<file path="config.mk">
export PLATFORM = sky130hd
export DESIGN_NAME = touch_gesture_classifier_core
export DESIGN_NICKNAME = d
export VERILOG_FILES = /design/src/design/tgc_pkg.sv /design/src/design/touch_gesture_classifier_core.sv
export SDC_FILE = /design/constraint.sdc
export NUM_CORES = 1
export LEC_CHECK = 0
export BUFFER_PORTS_ARGS = -buffer_cell sky130_fd_sc_hd__buf_2
export CAP_MARGIN = 15
export CORE_MARGIN = 8
export CORE_UTILIZATION = 50
export CTS_BUF_LIST = sky130_fd_sc_hd__clkbuf_4 sky130_fd_sc_hd__clkbuf_8
export DETAILED_ROUTE_END_ITERATION = 8
export GPL_ROUTABILITY_DRIVEN = 0
export PLACE_DENSITY = 0.72
export SLEW_MARGIN = 25
export SYNTH_ARGS = -nofsm -noshare
export SYNTH_HDL_FRONTEND = slang
export SYNTH_SLANG_ARGS = --single-unit
</file>
<file path="constraint.sdc">
create_clock -name clk_i -period 5.1 [get_ports clk_i]
set_input_delay 0.51 -clock clk_i [delete_from_list [all_inputs] [get_ports clk_i]]
set_output_delay 0.51 -clock clk_i [all_outputs]
set_load 0.01 [all_outputs]
</file>
<file path="src/design/tgc_pkg.sv">
// ----------------------------------------------------------------------------
// tgc_pkg: shared definitions for the touch gesture classifier
// register indexes, gesture codes, register reset values and field widths
// ----------------------------------------------------------------------------
`default_nettype none

package tgc_pkg;

  // coordinate width default, legal range 8..16
  localparam int unsigned CoordBitsDef = 12;

  localparam int unsigned TimeBits    = 32;
  localparam int unsigned MsBits      = 16;
  localparam int unsigned PixBits     = 12;
  localparam int unsigned CfgDataBits = 16;
  localparam int unsigned CfgIdxBits  = 2;
  localparam int unsigned GestBits    = 3;

  // register indexes
  localparam logic [CfgIdxBits-1:0] RegLongPressMs   = 2'd0;
  localparam logic [CfgIdxBits-1:0] RegSwipeThresh   = 2'd1;
  localparam logic [CfgIdxBits-1:0] RegTapTimeoutMs  = 2'd2;
  localparam logic [CfgIdxBits-1:0] RegHoldTolerance = 2'd3;

  // register reset values
  localparam logic [MsBits-1:0]  LongPressMsRst   = 16'd800;
  localparam logic [PixBits-1:0] SwipeThreshRst   = 12'd50;
  localparam logic [MsBits-1:0]  TapTimeoutMsRst  = 16'd300;
  localparam logic [PixBits-1:0] HoldToleranceRst = 12'd20;

  // gesture codes
  localparam logic [GestBits-1:0] GestNone  = 3'd0;
  localparam logic [GestBits-1:0] GestLong  = 3'd1;
  localparam logic [GestBits-1:0] GestRight = 3'd2;
  localparam logic [GestBits-1:0] GestLeft  = 3'd3;
  localparam logic [GestBits-1:0] GestDown  = 3'd4;
  localparam logic [GestBits-1:0] GestUp    = 3'd5;
  localparam logic [GestBits-1:0] GestTap   = 3'd6;

endpackage

`default_nettype wire

</file>
<file path="src/design/touch_gesture_classifier_core.sv">
// ----------------------------------------------------------------------------
// touch_gesture_classifier_core: tap, swipe and long-press recognizer
// classifies a stream of touch-panel polls into one gesture code per poll
// ----------------------------------------------------------------------------
// Every accepted poll produces exactly one result transfer carrying a gesture
// code (0 none, 1 long press, 2..5 swipe right/left/down/up, 6 tap). The block
// takes one poll per clock while the input is not stalled: a poll lands in the
// input register, one pass of compare logic against the stored touch-down point
// and time decides the gesture and updates the touch state, and the code goes to
// a result register backed by a one-entry skid stage, or to the skid stage when
// the result register is held by a stalled output. The input stalls only when the
// input register, result register and skid stage are all full. Configuration
// writes must only be issued while no poll is in flight.
`default_nettype none

module touch_gesture_classifier_core #(
  parameter int unsigned COORD_BITS = tgc_pkg::CoordBitsDef
) (
  input  wire logic                            clk_i,
  input  wire logic                            rst_ni,
  // configuration write port
  input  wire logic                            cfg_we_i,
  input  wire logic [tgc_pkg::CfgIdxBits-1:0]  cfg_index_i,
  input  wire logic [tgc_pkg::CfgDataBits-1:0] cfg_data_i,
  // poll channel
  input  wire logic                            in_valid_i,
  output      logic                            in_stall_o,
  input  wire logic                            touched_i,
  input  wire logic [COORD_BITS-1:0]           pos_x_i,
  input  wire logic [COORD_BITS-1:0]           pos_y_i,
  input  wire logic [tgc_pkg::TimeBits-1:0]    now_ms_i,
  // result channel
  output      logic                            out_valid_o,
  input  wire logic                            out_stall_i,
  output      logic [tgc_pkg::GestBits-1:0]    gesture_o
);

  // compare width covers both coordinate offsets and pixel thresholds
  localparam int unsigned CmpW =
    (COORD_BITS > tgc_pkg::PixBits) ? COORD_BITS : tgc_pkg::PixBits;

  // configuration registers
  logic [tgc_pkg::MsBits-1:0]  long_press_ms_q;
  logic [tgc_pkg::PixBits-1:0] swipe_thresh_q;
  logic [tgc_pkg::MsBits-1:0]  tap_timeout_ms_q;
  logic [tgc_pkg::PixBits-1:0] hold_tol_q;

  always_ff @(posedge clk_i or negedge rst_ni) begin
    if (!rst_ni) begin
      long_press_ms_q  <= tgc_pkg::LongPressMsRst;
      swipe_thresh_q   <= tgc_pkg::SwipeThreshRst;
      tap_timeout_ms_q <= tgc_pkg::TapTimeoutMsRst;
      hold_tol_q       <= tgc_pkg::HoldToleranceRst;
    end else if (cfg_we_i) begin
      unique case (cfg_index_i)
        tgc_pkg::RegLongPressMs:   long_press_ms_q  <= cfg_data_i;
        tgc_pkg::RegSwipeThresh:   swipe_thresh_q   <= cfg_data_i[tgc_pkg::PixBits-1:0];
        tgc_pkg::RegTapTimeoutMs:  tap_timeout_ms_q <= cfg_data_i;
        tgc_pkg::RegHoldTolerance: hold_tol_q       <= cfg_data_i[tgc_pkg::PixBits-1:0];
        default: ;
      endcase
    end
  end

  // input register stage
  logic                         s1_valid_q;
  logic                         s1_touched_q;
  logic [COORD_BITS-1:0]        s1_x_q;
  logic [COORD_BITS-1:0]        s1_y_q;
  logic [tgc_pkg::TimeBits-1:0] s1_now_q;

  // result register and skid stage
  logic                         out_valid_q;
  logic [tgc_pkg::GestBits-1:0] out_gest_q;
  logic                         skid_valid_q;
  logic [tgc_pkg::GestBits-1:0] skid_gest_q;

  logic s1_move;    // classified poll leaves the input register
  logic in_xfer;

  assign s1_move    = s1_valid_q && !skid_valid_q;
  assign in_stall_o = s1_valid_q && skid_valid_q;
  assign in_xfer    = in_valid_i && !in_stall_o;

  always_ff @(posedge clk_i or negedge rst_ni) begin
    if (!rst_ni) begin
      s1_valid_q <= 1'b0;
    end else if (in_xfer) begin
      s1_valid_q <= 1'b1;
    end else if (s1_move) begin
      s1_valid_q <= 1'b0;
    end
  end

  always_ff @(posedge clk_i) begin
    if (in_xfer) begin
      s1_touched_q <= touched_i;
      s1_x_q       <= pos_x_i;
      s1_y_q       <= pos_y_i;
      s1_now_q     <= now_ms_i;
    end
  end

  // touch state
  logic                         was_touched_q, was_touched_d;
  logic                         lp_fired_q, lp_fired_d;
  logic [COORD_BITS-1:0]        start_x_q, start_y_q;
  logic [tgc_pkg::TimeBits-1:0] start_time_q;
  logic                         capture_start;

  // offsets and magnitudes against the touch-down point
  logic signed [COORD_BITS:0]   dx, dy;
  logic [COORD_BITS-1:0]        ax, ay;
  logic [CmpW-1:0]              ax_w, ay_w, swipe_w, hold_w;
  logic [tgc_pkg::TimeBits-1:0] elapsed;
  logic                         lp_time_ok, tap_time_ok, held_still, is_swipe;
  logic [tgc_pkg::GestBits-1:0] gest;

  always_comb begin
    dx = $signed({1'b0, s1_x_q}) - $signed({1'b0, start_x_q});
    dy = $signed({1'b0, s1_y_q}) - $signed({1'b0, start_y_q});
    // magnitude fits in COORD_BITS since both operands are unsigned COORD_BITS
    ax = dx[COORD_BITS] ? COORD_BITS'(-dx) : dx[COORD_BITS-1:0];
    ay = dy[COORD_BITS] ? COORD_BITS'(-dy) : dy[COORD_BITS-1:0];
    ax_w    = CmpW'(ax);
    ay_w    = CmpW'(ay);
    swipe_w = CmpW'(swipe_thresh_q);
    hold_w  = CmpW'(hold_tol_q);

    // wrapping elapsed time
    elapsed     = s1_now_q - start_time_q;
    lp_time_ok  = elapsed > tgc_pkg::TimeBits'(long_press_ms_q);
    tap_time_ok = elapsed < tgc_pkg::TimeBits'(tap_timeout_ms_q);
    held_still  = (ax_w < hold_w) && (ay_w < hold_w);
    is_swipe    = (ax_w > swipe_w) || (ay_w > swipe_w);

    gest          = tgc_pkg::GestNone;
    was_touched_d = was_touched_q;
    lp_fired_d    = lp_fired_q;
    capture_start = 1'b0;

    priority if (s1_touched_q && !was_touched_q) begin
      // touch-down
      capture_start = 1'b1;
      lp_fired_d    = 1'b0;
      was_touched_d = 1'b1;
    end else if (s1_touched_q) begin
      // held: one long press at most per touch
      if (!lp_fired_q && lp_time_ok && held_still) begin
        lp_fired_d = 1'b1;
        gest       = tgc_pkg::GestLong;
      end
    end else if (was_touched_q) begin
      // release
      was_touched_d = 1'b0;
      if (!lp_fired_q) begin
        if (is_swipe) begin
          // ties go to the vertical axis, zero vertical offset reads as up
          if (ax > ay) begin
            gest = (!dx[COORD_BITS] && (dx != '0)) ? tgc_pkg::GestRight
                                                   : tgc_pkg::GestLeft;
          end else begin
            gest = (!dy[COORD_BITS] && (dy != '0)) ? tgc_pkg::GestDown
                                                   : tgc_pkg::GestUp;
          end
        end else if (tap_time_ok) begin
          gest = tgc_pkg::GestTap;
        end
      end
    end else begin
      // idle poll
      gest = tgc_pkg::GestNone;
    end
  end

  always_ff @(posedge clk_i or negedge rst_ni) begin
    if (!rst_ni) begin
      was_touched_q <= 1'b0;
      lp_fired_q    <= 1'b0;
      start_x_q     <= '0;
      start_y_q     <= '0;
      start_time_q  <= '0;
    end else if (s1_move) begin
      was_touched_q <= was_touched_d;
      lp_fired_q    <= lp_fired_d;
      if (capture_start) begin
        start_x_q    <= s1_x_q;
        start_y_q    <= s1_y_q;
        start_time_q <= s1_now_q;
      end
    end
  end

  // result register with skid: a result arriving while the output is
  // stalled parks in the skid stage
  always_ff @(posedge clk_i or negedge rst_ni) begin
    if (!rst_ni) begin
      out_valid_q  <= 1'b0;
      skid_valid_q <= 1'b0;
    end else if (s1_move) begin
      if (out_valid_q && out_stall_i) begin
        skid_valid_q <= 1'b1;
      end else begin
        out_valid_q <= 1'b1;
      end
    end else if (out_valid_q && !out_stall_i) begin
      if (skid_valid_q) begin
        skid_valid_q <= 1'b0;
      end else begin
        out_valid_q <= 1'b0;
      end
    end
  end

  always_ff @(posedge clk_i) begin
    if (s1_move) begin
      if (out_valid_q && out_stall_i) begin
        skid_gest_q <= gest;
      end else begin
        out_gest_q <= gest;
      end
    end else if (out_valid_q && !out_stall_i && skid_valid_q) begin
      out_gest_q <= skid_gest_q;
    end
  end

  assign out_valid_o = out_valid_q;
  assign gesture_o   = out_gest_q;

endmodule

`default_nettype wire

</file>
==> impl_metrics.py, run 1 <==
metrics = {
    "placement": {
        "dpl_cell_area_sq_mm": 0.0132,
        "portBuffers": 84,
        "post-place-ws_ps": -35.2,
        "dp_hpwl_um": 20700,
    },
    "job": {
        "maxCapViolCount": 0,
    },
    "cells_and_area": {
        "antenna_cells": 0,
        "syn2layout_area_growth_pct": 13.2,
        "drive_above_1_share": 0.197,
        "final_nets": 1615,
        "finalInstanceArea_sq_mm": 0.0140,
    },
    "logic_synthesis": {
        "ys_ff_latch": 180,
        "ys_async_sr_fraction": 0.650,
        "synth_top_area_share": 0.213,
        "synthMostInstantiatedCell": "ha_1",
        "synth.net_count": 1514,
        "syn_area_sq_mm": 0.0124,
        "synth_seq_area_share": 0.391,
        "yosys-top-cells-area": "dfrtp_1, edfxtp_1, ha_1",
        "synth_top_area_cell": "dfrtp_1",
        "synthTopCellsByCount": "ha_1, inv_1, nand2_1",
        "yosys_warnings": 0,
        "post_synth_num_cell_types": 83,
        "synth_edf_count": 63,
        "avgSynthCellArea_sq_um": 9.60,
        "synthFlopType": "dfrtp_1",
        "synthCells": 1286,
    },
    "worst_setup_path": {
        "cp_max_fo": 12,
        "path_cells": "ha_1 -> and3_1 -> a22oi_2 -> a21oi_1 -> and2_1 -> o31ai_4 -> buf_4 -> a21oi_4 -> mux2_2 -> ha_1 -> nor2b_1 -> o211ai_1 -> a211o_1 -> a31oi_4 -> nor2_1 -> o2111ai_1 -> nand2_1 -> nor3_2 -> buf_4 -> mux2i_2 -> o21ai_1",
        "worstPathArrival_ps": 5110,
        "slowest_stage": "ha_1",
        "rrSetupSlack_ps": 220,
        "cp-end-kind": "flip-flop",
        "critPathKind": "reg2reg",
        "rr_startpoint": "s1_x_q[5]$_DFFE_PP_",
        "worst_setup_path_start_kind": "flip-flop",
        "worst_path_largest_cell_delay_ps": 470,
        "crit_required_ps": 5330,
        "reg2reg_depth": 21,
        "r2r-end": "gesture_o[1]$_DFFE_PP_",
    },
    "routing": {
        "vias": 9604,
        "routed_wl_um": 26900,
        "drtIter0Drc": 559,
        "ant_nets": 0,
        "wl_per_cell_um": 15.6,
        "route.detailed.drc": 0,
        "first_pass_iters": 5,
        "vias_per_cell": 5.57,
    },
    "timing": {
        "relSlewSlack": 0.321,
        "hold_ws_ps": 5.50,
        "final-setup-viol-count": 0,
        "layout_setup_ws_ps": 223,
        "tightest_slew_ps": 1010,
        "period_share": 0.956,
        "period_minus_slack_ps": 4880,
        "fin_skew_ps": 17.2,
        "hold_violations": 0,
        "achievable-frequency_ghz": 0.205,
        "report.final.slew_viol_count": 0,
    },
    "clocking": {
        "cts_inserted_buffers": 17,
        "clk_latency_ps": 490,
        "cts_tree": "yes",
        "cts.path.max_buffers": 2,
        "cts_sinks": 180,
        "postCtsHoldBufs": 0,
        "clkTransAtPathRegs_ps": 110,
        "root_buffer": "clkbuf_8",
        "h-tree-depth": 4,
    },
    "grt": {
        "grt_pass1_wl_um": 45200,
        "grt_start_max_net_pins": 78,
        "grt_usage": 0.179,
        "grt_pass1_vias": 9624,
        "antenna_found_initial": 0,
        "overflow": 0,
    },
    "die": {
        "num_io_pins": 85,
        "rows": 57,
        "die_h_um": 173,
        "die_w_um": 173,
        "start_util": 0.508,
        "core_area_sq_mm": 0.0243,
        "dieArea_sq_mm": 0.0300,
    },
    "worst_hold_path": {
        "hold_path.class": "in2async",
    },
    "run_status": {
        "status": "complete, no violations",
    },
}
==> layout make-up <==
type | count | area, sq um
fill | 2089 | 10300
multi-input combinational | 928 | 7100
sequential | 180 | 4830
timing repair buffer | 120 | 709
inverter | 140 | 526
tap | 324 | 405
clock buffer | 18 | 241
clock inverter | 14 | 160
==> worst max-delay path by stage <==
| stage | start | endpoint | slack [ps] | depth (start not counted) |
|---|---|---|---|---|
| after floorplan | s1_x_q[0]$_DFFE_PP_ | gesture_o[1]$_DFFE_PP_ | 330 | 23 |
| after global placement | s1_y_q[0]$_DFFE_PP_ | gesture_o[2]$_DFFE_PP_ | 80 | 22 |
| after detailed placement | s1_x_q[0]$_DFFE_PP_ | skid_gest_q[2]$_DFFE_PP_ | -40 | 22 |
| after CTS | s1_x_q[0]$_DFFE_PP_ | gesture_o[2]$_DFFE_PP_ | 7 | 24 |
| after global routing | s1_x_q[5]$_DFFE_PP_ | gesture_o[1]$_DFFE_PP_ | -80 | 21 |
| final | s1_x_q[5]$_DFFE_PP_ | gesture_o[1]$_DFFE_PP_ | 220 | 21 |
==> layout by cell type (no fill, tap or decap), types with 11 or more instances in the layout <==
cell / n
nand2_1: 125
a21o_1: 32
a31oi_1: 11
nor2_1: 68
a21oi_1: 58
o211ai_1: 12
o21ai_1: 11
inv_1: 140
ha_1: 144
nand4_1: 19
xor2_1: 20
nand3_1: 19
nor3_1: 15
o21ai_0: 103
o21a_1: 24
dfrtp_1: 105
edfxtp_1: 63
buf_4: 35
xnor2_1: 25
nand2b_1: 13
clkbuf_8: 17
dfstp_2: 12
mux2_2: 48
buf_2: 83
==> metrics by stage <==
step	cells	utilization	setup TNS, ps
floorplan	1286	-	0
global placement	1681	0.544	0
detailed placement	1681	0.544	-76.6
CTS	1714	0.562	0
global route	1724	0.575	-215
finish	1724	0.575	0
==> flip-flops by register name, summed over array words and instances, names as in the netlist, 12 cells and up <==
name	count
s1_now_q	32
start_time_q	32
long_press_ms_q	16
tap_timeout_ms_q	16
hold_tol_q	12
s1_x_q	12
s1_y_q	12
start_x_q	12
start_y_q	12
swipe_thresh_q	12
==> layer usage <==
metal  part of all wire  GRT usage
met1               0.46      0.220
met2               0.49      0.314
met3              0.031     0.0329
met4              0.020     0.0535
met5                  0          0
==> critical path: cells and delay by family, from the launching register on <==
kind | cells | cell delay [ps]
AO/OA/AOI/OAI | 9 | 1500
adder cells (fa/ha/maj) | 2 | 780
buffers and inverters | 2 | 320
flip-flops | 1 | 410
multiplexers | 2 | 660
AND/OR/NAND/NOR | 6 | 930
==> cells by family after synthesis <==
logic type,count (synthesis),share of synthesized area
muxes,53,0.0478
AOI/OAI and AO/OA,341,0.184
and+or+nand+nor,334,0.133
DFF,180,0.391
adders and majority gates,148,0.152
xor gates and xnor gates,52,0.0369
buffers and inverters,178,0.0554
==> repair_timing <==
item	in CTS	in global routing
pin swaps	1	15
hold endpoints to repair	0	0
endpoints found under the setup margin	5	7
buffers inserted	1	10
resized for setup	4	41
Power of run 1 is not shown: default switching activity piles up to over one toggle a cycle in this logic, so the estimate is an artifact.
==> run 2, diff against run 1 <==
Settings changed: GPL_TIMING_DRIVEN set to 0.
==> run 2 against run 1 <==
Effect of this change: via count increased by 1.6%; global-route usage increased by 0.66 points; routed wire length grew 3.9%; non-clock buffer count increased by 22; maximum frequency down 4.3%; design area increased by 1.1%; worst hold slack improved by 180 ps; worst setup slack worse by 220 ps; critical path depth up 3; clock skew increased by 0.62 ps; clock-buffer cell count stayed put; critical path type unchanged.
==> impl_metrics.py, run 2 (synthesized netlist as in run 1, its figures left out) <==
metrics = {
    "run_status": {
        "status": "complete, no violations",
    },
    "cells_and_area": {
        "final_cell_mix": "ha_1, inv_1, nand2_1, dfrtp_1, o21ai_0",
        "drive_above_1_share": 0.201,
        "finalInstanceArea_sq_mm": 0.0141,
        "reg_top3": "s1_now_q (32), start_time_q (32)",
        "syn2layout_area_growth_pct": 14.4,
        "antenna_cells": 0,
        "utilization": 0.581,
        "final_common_cell": "ha_1",
        "final_nets": 1637,
    },
    "die": {
        "die_w_um": 173,
        "num_io_pins": 85,
        "rows": 57,
        "die_h_um": 173,
        "start_util": 0.508,
        "core_area_sq_mm": 0.0243,
        "dieArea_sq_mm": 0.0300,
    },
    "routing": {
        "first_pass_iters": 5,
        "vias": 9756,
        "vias_per_cell": 5.59,
        "route.detailed.drc": 0,
        "drtIter0Drc": 487,
        "wl_per_cell_um": 16.0,
        "routed_wl_um": 28000,
        "ant_nets": 0,
    },
    "worst_setup_path": {
        "worstPathArrival_ps": 5330,
        "rr_startpoint": "s1_x_q[0]$_DFFE_PP_",
        "crit_required_ps": 5330,
        "rrSetupSlack_ps": 2,
        "cp_max_fo": 10,
        "crit_path_start": "s1_x_q[0]$_DFFE_PP_",
        "setup.worst_path.end": "gesture_o[1]$_DFFE_PP_",
        "critPathKind": "reg2reg",
        "cp-end-kind": "flip-flop",
        "r2r-end": "gesture_o[1]$_DFFE_PP_",
        "worst_setup_path_start_kind": "flip-flop",
        "reg2reg_depth": 24,
    },
    "grt": {
        "grt_pass1_vias": 9854,
        "overflow": 0,
        "grt_usage": 0.186,
        "grt_start_max_net_pins": 83,
        "grt_pass1_wl_um": 46800,
        "antenna_found_initial": 0,
    },
    "timing": {
        "layout_setup_ws_ps": 2.22,
        "period_minus_slack_ps": 5100,
        "fin_skew_ps": 17.9,
        "period_share": 1.00,
        "hold_violations": 0,
        "fin_setup_tns_ps": 0,
        "tightest_slew_ps": 975,
        "final-setup-viol-count": 0,
        "achievable-frequency_ghz": 0.196,
        "relSlewSlack": 0.350,
        "report.final.slew_viol_count": 0,
        "rsz0062_at_grt": "true",
    },
    "placement": {
        "dp_hpwl_um": 21300,
        "dpl_cell_area_sq_mm": 0.0133,
        "post-place-ws_ps": -504,
        "portBuffers": 84,
    },
    "clocking": {
        "cts_sinks": 180,
        "cts_inserted_buffers": 17,
        "h-tree-depth": 4,
        "root_buffer": "clkbuf_8",
        "cts_tree": "yes",
        "clk_latency_ps": 490,
        "cts.path.max_buffers": 2,
        "clkTransAtPathRegs_ps": 110,
    },
    "worst_hold_path": {
        "hold_path.class": "in2reg",
    },
    "job": {
        "maxCapViolCount": 0,
    },
}
[run 2: changes by cell type in the layout (fill, tap and decap cells not counted), sizes merged]
cell         before  now
buf             120  117
clkinv            5    6
dlygate4sd3       0    1
clkinvlp          2    1
clkbuf           18   42
[run 2: worst min path at each step]
stage                              from                         to  slack, ps  cells past startpoint
floorplan                        rst_ni  hold_tol_q[0]$_DFFE_PN0P_        210                      0
detailed placement               rst_ni   start_y_q[5]$_DFFE_PN0P_        400                      1
CTS                        now_ms_i[17]     s1_now_q[17]$_DFFE_PP_        160                      1
finish                     now_ms_i[22]     s1_now_q[22]$_DFFE_PP_        180                      1
global placement    s1_y_q[7]$_DFFE_PP_   start_y_q[7]$_DFFE_PN0P_        480                      2
global route               now_ms_i[22]     s1_now_q[22]$_DFFE_PP_        140                      1
[run 2: final cells by class]
type	count	area, sq um
Multi-Input combinational cell	928	7180
Timing Repair Buffer	107	651
Clock inverter	14	143
Fill cell	2091	10200
Clock buffer	18	241
Sequential cell	180	4830
Tap cell	324	405
Inverter	140	526
Buffer	35	153
[run 2: metal layers]
| metal | up-vias | track usage | wire (um) |
|---|---|---|---|
| met5 | - | 0 | 0 |
| met4 | 0 | 0.0661 | 761 |
| met3 | 48 | 0.0340 | 1010 |
| met2 | 195 | 0.323 | 13700 |
| met1 | 4658 | 0.226 | 12400 |
| li1 | 4855 | - | - |
[run 2: critical path: stages, from the launching register on]
cell       delay, ps
edfxtp_1         440
inv_1             90
ha_2             160
inv_1             50
fa_2             340
a21o_1           240
a22oi_2          220
a21oi_2           90
and2_2           240
o31ai_4          240
a21oi_2          100
buf_4            190
mux2_2           340
ha_1             310
nor2b_1          140
o211ai_1         100
a211o_1          310
a31oi_4          200
nor2_2            80
o2111ai_2         90
o41ai_2          120
nor3_2           240
buf_4            190
mux2i_1          240
o21ai_1          110
[run 2: repair_timing]
action	in CTS	in global routing
hold buffers	1	0
resized for setup	10	59
pin swaps	2	25
cloned	0	0
endpoints found under the setup margin	7	7
setup buffers	3	16
endpoints found under the hold margin	35	0
[run 2: through the flow]
step,std cells,hold WS (ps)
finish,1746,183
global route,1746,145
CTS,1733,157
detailed placement,1697,403
global placement,1694,477
floorplan,1286,214
Power of run 2 is left out for the same reason.
